## src/design/btnpd_pkg.sv

```systemverilog
// btnpd_pkg: shared types and constants for the button press detector
// no dependencies
package btnpd_pkg;

    localparam int unsigned CfgWidth     = 16;
    localparam int unsigned NowWidth     = 32;
    localparam int unsigned ApbDataWidth = 32;
    localparam int unsigned ApbAddrWidth = 3;
    localparam int unsigned TimeBitsDef  = 32;

    localparam logic [CfgWidth-1:0] DebounceRst  = 16'd50;
    localparam logic [CfgWidth-1:0] LongPressRst = 16'd1000;

    typedef enum logic {
        REG_DEBOUNCE   = 1'b0,
        REG_LONG_PRESS = 1'b1
    } t_reg_idx;

    typedef struct packed {
        logic short_press;
        logic long_press;
        logic long_held;
    } t_result;

    typedef struct packed {
        logic [CfgWidth-1:0] debounce_ms;
        logic [CfgWidth-1:0] long_press_ms;
    } t_cfg;

endpackage

```

## src/design/btnpd_cfg.sv

```systemverilog
// btnpd_cfg: apb register file for debounce and long-press delays
// depends on btnpd_pkg
module btnpd_cfg (
    input  logic                                 i_clk,
    input  logic                                 i_rst_n,
    input  logic                                 psel,
    input  logic                                 penable,
    input  logic                                 pwrite,
    input  logic [btnpd_pkg::ApbAddrWidth-1:0]   paddr,
    input  logic [btnpd_pkg::ApbDataWidth-1:0]   pwdata,
    output logic [btnpd_pkg::ApbDataWidth-1:0]   prdata,
    output logic                                 pready,
    output btnpd_pkg::t_cfg                      o_cfg
);
    import btnpd_pkg::*;

    logic [CfgWidth-1:0] r_debounce;
    logic [CfgWidth-1:0] r_long_press;
    logic                wr_en;
    t_reg_idx            reg_idx;

    assign pready  = 1'b1;
    assign wr_en   = psel & penable & pwrite;
    assign reg_idx = t_reg_idx'(paddr[2]);

    always_ff @(posedge i_clk) begin
        if (!i_rst_n) begin
            r_debounce   <= DebounceRst;
            r_long_press <= LongPressRst;
        end else if (wr_en) begin
            unique case (reg_idx)
                REG_DEBOUNCE:   r_debounce   <= pwdata[CfgWidth-1:0];
                REG_LONG_PRESS: r_long_press <= pwdata[CfgWidth-1:0];
                default:        r_debounce   <= r_debounce;
            endcase
        end
    end

    always_comb begin
        unique case (reg_idx)
            REG_DEBOUNCE:   prdata = ApbDataWidth'(r_debounce);
            REG_LONG_PRESS: prdata = ApbDataWidth'(r_long_press);
            default:        prdata = '0;
        endcase
    end

    assign o_cfg.debounce_ms   = r_debounce;
    assign o_cfg.long_press_ms = r_long_press;

endmodule

```

## src/design/btnpd_core.sv

```systemverilog
// btnpd_core: debounce and press-timing state with the per-item step logic
// depends on btnpd_pkg
module btnpd_core #(
    parameter int unsigned TIME_BITS = btnpd_pkg::TimeBitsDef
) (
    input  logic                  i_clk,
    input  logic                  i_rst_n,
    input  logic                  i_advance,
    input  logic [TIME_BITS-1:0]  i_now,
    input  logic                  i_level,
    input  btnpd_pkg::t_cfg       i_cfg,
    output btnpd_pkg::t_result    o_result
);
    import btnpd_pkg::*;

    logic                 r_last_level;
    logic [TIME_BITS-1:0] r_last_change;
    logic [TIME_BITS-1:0] r_press_start;
    logic                 r_long_reached;
    logic                 r_long_taken;

    logic                 n_last_level;
    logic [TIME_BITS-1:0] n_last_change;
    logic [TIME_BITS-1:0] n_press_start;
    logic                 n_long_reached;
    logic                 n_long_taken;

    logic                 changed;
    logic                 bounce;
    logic                 pressed;
    logic [TIME_BITS-1:0] since_change;
    logic [TIME_BITS-1:0] held_time;
    logic                 long_fire;

    always_comb begin
        changed        = i_level != r_last_level;
        pressed        = ~i_level;
        since_change   = i_now - r_last_change;
        bounce         = changed && (since_change <= TIME_BITS'(i_cfg.debounce_ms));
        n_last_level   = i_level;
        n_last_change  = changed ? i_now : r_last_change;
        n_press_start  = changed ? i_now : r_press_start;
        held_time      = i_now - n_press_start;
        n_long_reached = r_long_reached;
        n_long_taken   = r_long_taken;
        o_result.short_press = 1'b0;
        if (!bounce) begin
            if (pressed) begin
                n_long_reached = held_time >= TIME_BITS'(i_cfg.long_press_ms);
            end else begin
                o_result.short_press = ~r_last_level & ~r_long_taken;
                n_long_reached = 1'b0;
                n_long_taken   = 1'b0;
            end
        end
        long_fire = n_long_reached & ~n_long_taken;
        if (long_fire) begin
            n_long_taken = 1'b1;
        end
        o_result.long_press = long_fire;
        o_result.long_held  = n_long_reached;
    end

    always_ff @(posedge i_clk) begin
        if (!i_rst_n) begin
            r_last_level   <= 1'b1;
            r_last_change  <= '0;
            r_press_start  <= '0;
            r_long_reached <= 1'b0;
            r_long_taken   <= 1'b0;
        end else if (i_advance) begin
            r_last_level   <= n_last_level;
            r_last_change  <= n_last_change;
            r_press_start  <= n_press_start;
            r_long_reached <= n_long_reached;
            r_long_taken   <= n_long_taken;
        end
    end

endmodule

```

## src/design/button_short_long_press_detector_top.sv

```systemverilog
// button_short_long_press_detector_top: input register, step core, result register
// depends on btnpd_pkg, btnpd_cfg, btnpd_core
//
// channel   direction  handshake                 payload
// in        input      i_in_valid / o_in_ready   i_now_ms, i_pin_level
// out       output     o_out_valid / i_out_ready o_short_press, o_long_press, o_long_held
// cfg       input      apb psel/penable/pready   paddr, pwdata, prdata
//
// one item per cycle unless the output stalls; path: input register, result register
// the step core updates its state when the input register moves into the result register
// a stalled result holds; the input register still takes an item while it is empty or advancing
// synchronous active-low reset clears valids, press state and the registers to 50 and 1000
module button_short_long_press_detector_top #(
    parameter int unsigned TIME_BITS = btnpd_pkg::TimeBitsDef
) (
    input  logic                                 i_clk,
    input  logic                                 i_rst_n,
    input  logic                                 i_in_valid,
    output logic                                 o_in_ready,
    input  logic [btnpd_pkg::NowWidth-1:0]       i_now_ms,
    input  logic                                 i_pin_level,
    output logic                                 o_out_valid,
    input  logic                                 i_out_ready,
    output logic                                 o_short_press,
    output logic                                 o_long_press,
    output logic                                 o_long_held,
    input  logic                                 psel,
    input  logic                                 penable,
    input  logic                                 pwrite,
    input  logic [btnpd_pkg::ApbAddrWidth-1:0]   paddr,
    input  logic [btnpd_pkg::ApbDataWidth-1:0]   pwdata,
    output logic [btnpd_pkg::ApbDataWidth-1:0]   prdata,
    output logic                                 pready
);
    import btnpd_pkg::*;

    t_cfg                 cfg;
    t_result              step_res;
    logic                 r_in_valid;
    logic [TIME_BITS-1:0] r_now;
    logic                 r_level;
    logic                 r_out_valid;
    t_result              r_out;
    logic                 advance;

    btnpd_cfg u_cfg (
        .i_clk   (i_clk),
        .i_rst_n (i_rst_n),
        .psel    (psel),
        .penable (penable),
        .pwrite  (pwrite),
        .paddr   (paddr),
        .pwdata  (pwdata),
        .prdata  (prdata),
        .pready  (pready),
        .o_cfg   (cfg)
    );

    btnpd_core #(
        .TIME_BITS (TIME_BITS)
    ) u_core (
        .i_clk     (i_clk),
        .i_rst_n   (i_rst_n),
        .i_advance (advance),
        .i_now     (r_now),
        .i_level   (r_level),
        .i_cfg     (cfg),
        .o_result  (step_res)
    );

    assign advance    = r_in_valid & (~r_out_valid | i_out_ready);
    assign o_in_ready = ~r_in_valid | advance;

    always_ff @(posedge i_clk) begin
        if (!i_rst_n) begin
            r_in_valid <= 1'b0;
        end else if (o_in_ready) begin
            r_in_valid <= i_in_valid;
        end
    end

    always_ff @(posedge i_clk) begin
        if (o_in_ready && i_in_valid) begin
            r_now   <= TIME_BITS'(i_now_ms);
            r_level <= i_pin_level;
        end
    end

    always_ff @(posedge i_clk) begin
        if (!i_rst_n) begin
            r_out_valid <= 1'b0;
        end else if (advance) begin
            r_out_valid <= 1'b1;
        end else if (i_out_ready) begin
            r_out_valid <= 1'b0;
        end
    end

    always_ff @(posedge i_clk) begin
        if (advance) begin
            r_out <= step_res;
        end
    end

    assign o_out_valid   = r_out_valid;
    assign o_short_press = r_out.short_press;
    assign o_long_press  = r_out.long_press;
    assign o_long_held   = r_out.long_held;

endmodule
```

## config.mk

```make
export PLATFORM = sky130hd
export DESIGN_NAME = button_short_long_press_detector_top
export DESIGN_NICKNAME = d
export VERILOG_FILES = /design/src/design/btnpd_pkg.sv /design/src/design/btnpd_cfg.sv /design/src/design/btnpd_core.sv /design/src/design/button_short_long_press_detector_top.sv
export SDC_FILE = /design/constraint.sdc
export NUM_CORES = 1
export LEC_CHECK = 0
export BUFFER_PORTS_ARGS = -buffer_cell sky130_fd_sc_hd__clkbuf_2
export CAP_MARGIN = 20
export CORE_MARGIN = 2
export CORE_UTILIZATION = 55
export CTS_CLUSTER_DIAMETER = 120
export DETAILED_ROUTE_END_ITERATION = 10
export PLACE_DENSITY = 0.78
export SLEW_MARGIN = 10
export SYNTH_ARGS = -nofsm -noshare
export SYNTH_HDL_FRONTEND = slang
export SYNTH_HIERARCHICAL = 1
export SYNTH_SLANG_ARGS = --single-unit
```

## constraint.sdc

```tcl
create_clock -name i_clk -period 5.4 [get_ports i_clk]
set_clock_uncertainty 0.2 [all_clocks]
set_input_delay 1.08 -clock i_clk [delete_from_list [all_inputs] [get_ports i_clk]]
set_output_delay 1.08 -clock i_clk [all_outputs]
set_load 0.005 [all_outputs]
```

==> summary.md <==
| Metric | Value |
|---|---|
| Outcome | finished, final reports clean |
| H-tree levels | 4 |
| Worst r2r path cells | 20 |
| Area delta synth->final | 11.90% |
| Dpl hpwl | 22.15 mm |
| Vias/cell | 5.993 |
| Largest net degree at the start of global routing | 65 |
| Max FO, Critical Path | 6 |
| Gr usage total | 0.2843 |
| Clock Tree Buf Depth | 2 |
| Wire per inst | 17.63 um |
| RSZ-0062 raised after global routing | false |
| 1st-iter DRT viols | 961 |
| Max VDD drop | 0.2070 mV |
| Crit-path most repeated cell | o21ai_0 |
| Seq/Total Area, Yosys | 0.2913 |
| Final instance area | 0.01192 mm^2 |
| Core area | 0.01883 mm^2 |
| Post-Syn Area | 0.01065 mm^2 |
| Area of the multi-input gates | 0.006934 mm^2 |
| FMAX | 192.2 MHz |
| Max-cap viol count | 0 |
| Num ports | 113 |
| Endpoints failing hold | 0 |
| CP bufs+invs | 1 |
| Clk root buf | clkbuf_16 |
| Slew Limit Fails | 0 |
| Clock Sinks | 137 |
| Syn_area_per_cell | 8.090 um^2 |
| Synth Warn # | 6 |
| PnR worst setup slack | 196.4 ps |
| DRC viols | 0 |
| Worst relative slew slack | 0.3208 |
| Delay-heaviest family, CP | compound AO/OA/AOI/OAI gates |
| Fill cell count | 1627 |
| Library cells used by synthesis | 95 |
| Syn Inst Count | 1317 |
| Via count | 9913 |
| Crit path largest cell delay | 550 ps |
| PD cells | 282.7 mW/mm^2 |
| Chip height | 143.2 um |
| Setup slack at placement | 129.4 ps |
| Clock Latency Late Sink | 430 ps |
| Final nets | 1541 |
| Worst reg2reg setup slack | 200 ps |
| CP Depth | 20 |
| Overflow after GRT | 0 |
| Placer Congestion | 1.022 |
| Vias in the first global route | 9094 |
| Critical Path Start | r_now[4]$_DFFE_PP_ |
| CP arrival | 5360 ps |
| WHS Path Cells | 2 |
| Crit path kind | flip-flop to flip-flop |
| Worst setup EP type | flip-flop |
| Die Area | 0.02050 mm^2 |
| Startpoint Class | flip-flop |
| Initial antenna violation count | 0 |
| Layout cells sized above 1 | 0.1399 |
| Final setup TNS | 0 ps |
| Critical path data required time | 5550 ps |
| Leakage | 4.781 nW |
| Starting Density | 0.5658 |
| Synth Register Bits | 137 |
| Post-synth EDFFs | 36 |
| Diodes inserted | 0 |
| CTS tree | yes |
| Crit path time final | 5204 ps |
| R2R Path Start | r_now[4]$_DFFE_PP_ |
| Worst-path clk slew | 60 ps |
| DRT Wirelength | 29.16 mm |
| Reg-to-reg endpoint | u_core/r_long_taken$_SDFFE_PN0P_ |
| Final setup fails | 0 |
| First-pass GRT wire length | 45.81 mm |
| Critical path's slowest cell | or4b_1 |
| Count of input and output buffers | 77 |
| Site Rows | 50 |
| Worst-Margin Slew | 1018 ps |
| Total CTS buffers | 17 |
| Hold WC Path Type | flip-flop to flip-flop |
| Post-synthesis async set-or-reset flop share | 0 |
| Area after DPL | 0.01120 mm^2 |
| Antenna-violating nets left | 0 |
| Die width | 143.2 um |
| Drt first pass iters | 6 |
| Cells along the critical path | ha_1 -> a21o_1 -> a211o_1 -> o21ai_0 -> and3_1 -> o21ai_0 -> xor2_1 -> ha_1 -> a21oi_1 -> nor2b_1 -> o21ai_0 -> o31ai_1 -> o31ai_2 -> nand4_1 -> or4b_1 -> nor4_2 -> and3_1 -> o41ai_1 -> buf_4 -> a21oi_1 |
| Register Area | 0.003103 mm^2 |
| Main synth FF type | dfxtp_1 |
| Worst setup path end | u_core/r_long_taken$_SDFFE_PN0P_ |
| Fin crit share | 0.9636 |
## flip-flops by register name, indices dropped and copies added (netlist names)
| signal | cells |
|---|---|
| u_core/r_long_reached | 1 |
| u_core/r_last_change | 32 |
| o_out_valid | 1 |
| r_now | 32 |
| o_long_press | 1 |
| u_core/r_press_start | 32 |
| r_level | 1 |
| u_cfg/r_long_press | 16 |
| u_core/r_last_level | 1 |
| u_core/r_long_taken | 1 |
| o_long_held | 1 |
| u_cfg/r_debounce | 16 |
| r_in_valid | 1 |
| o_short_press | 1 |
## final cells by class
type                       instances  share of cell area
multi-input combinational       1035              0.5817
clock inverter                    12             0.01175
timing repair buffer             109             0.05521
sequential                       137              0.2603
tap                              260             0.02729
inverter                          81             0.02550
clock buffer                      20             0.03831
## worst register-to-register path: cells and delay by family (launching register included)
kind / cells / cell delay (ps)
buffers and inverters: 1 / 160
AOI/OAI and AO/OA: 10 / 1970
DFF: 1 / 500
adders and majority gates: 2 / 710
and+or+nand+nor: 6 / 1400
xor gates and xnor gates: 1 / 170
## cell families after synthesis
logic type / Yosys count / synth area share
flip-flops: 137 / 0.2913
adder cells (fa/ha/maj): 87 / 0.1024
XOR/XNOR: 44 / 0.03688
AO/OA/AOI/OAI: 350 / 0.2108
multiplexers: 78 / 0.07587
buffers and inverters: 160 / 0.06952
AND/OR/NAND/NOR: 459 / 0.2126
other: 2 / 0.0007049
## Yosys cell counts, drive strengths merged, types with 5 or more instances
cell type / instances / area, um^2
and2: 9 / 56.30
a21oi: 145 / 748.2
a21o: 20 / 150.1
mux2i: 59 / 590.6
nor2b: 38 / 245.2
ha: 84 / 1051
nand2: 207 / 779.5
nand2b: 31 / 193.9
o211ai: 16 / 125.1
a22oi: 6 / 45.04
nand4: 26 / 162.7
clkbuf: 40 / 150.1
nand3: 26 / 130.1
o21ai: 53 / 265.3
buf: 39 / 286.5
xor2: 16 / 140.1
inv: 81 / 304.0
nor2: 59 / 221.5
nor4: 13 / 115.1
mux2: 19 / 217.7
edfxtp: 36 / 1081
o31ai: 9 / 67.56
nor3: 20 / 105.1
a211oi: 19 / 162.7
a31oi: 7 / 43.79
dfxtp: 101 / 2022
xnor2: 28 / 252.8
o21bai: 6 / 45.04
a211o: 5 / 43.79
and3: 9 / 61.31
o22ai: 7 / 43.79
o21a: 16 / 120.1
## how the worst min path moves through the flow
stage / startpoint / endpoint
after detailed placement: u_core/r_last_change[21]$_SDFFE_PN0P_ / u_core/r_last_change[21]$_SDFFE_PN0P_
final: u_core/r_last_change[19]$_SDFFE_PN0P_ / u_core/r_last_change[19]$_SDFFE_PN0P_
after CTS: u_core/r_last_change[15]$_SDFFE_PN0P_ / u_core/r_last_change[15]$_SDFFE_PN0P_
after floorplan: u_core/r_press_start[12]$_SDFFE_PN0P_ / u_core/r_press_start[12]$_SDFFE_PN0P_
after global routing: u_core/r_last_change[15]$_SDFFE_PN0P_ / u_core/r_last_change[15]$_SDFFE_PN0P_
after global placement: u_core/r_last_change[23]$_SDFFE_PN0P_ / u_core/r_last_change[23]$_SDFFE_PN0P_
## repair_timing
action                     in CTS  in global routing
resized for setup               0                  8
setup endpoints to repair       0                  5
hold buffers                    0                  0
buffers inserted                0                  6
## where the power goes
part           internal, W  total, W  switching (W)
combinational     0.000415   0.00103       0.000619
clock             0.000712   0.00119       0.000478
sequential         0.00110   0.00115      0.0000461
## metrics by stage
step / hold slack (ps) / utilization / cells / total power [W]
CTS: 255.1 / 0.6267 / 1647 / 0.003337
global route: 272.5 / 0.6331 / 1654 / 0.003530
finish: 253.1 / 0.6331 / 1654 / 0.003370
global placement: 241.7 / 0.5950 / 1615 / 0.002134
floorplan: 235.7 / - / 1332 / 0.001894
detailed placement: 247.5 / 0.5950 / 1615 / 0.002152
## cells in the final DEF (no fill, tap or decap), types with 4 or more instances in the layout
master	Yosys	routed
nand4_1	26	26
a22oi_1	6	5
nor3_1	19	19
a21oi_1	143	140
o21bai_1	6	6
o22ai_1	7	7
nor4_1	9	8
o211ai_1	15	15
a21o_1	20	20
nand2_1	206	205
xnor2_1	27	27
nor2b_1	37	37
and3_1	8	8
edfxtp_1	36	36
o21a_1	16	16
nor2_1	59	59
and2_1	9	9
buf_4	22	30
o31ai_1	9	8
o21ai_0	47	46
inv_1	81	80
mux2i_1	59	59
xor2_1	16	15
a211oi_1	15	15
o21ai_1	6	6
clkbuf_2	0	77
a211o_1	5	5
mux2_2	17	17
dfxtp_1	101	101
nand2b_1	31	31
conb_1	2	17
a31oi_1	7	7
clkbuf_16	0	17
nand3_1	26	26
nor4_2	3	4
a211oi_2	4	4
ha_1	84	84
## per-layer routing
metal | global-route usage | share of wire | vias up
met1 | 0.3964 | 0.46 | 4629
met2 | 0.4442 | 0.44 | 426
met3 | 0.06204 | 0.080 | 50
met5 | 0 | 0 | -
li1 | - | - | 4808
met4 | 0.07869 | 0.019 | 0
(Power assumes the default switching activity.)
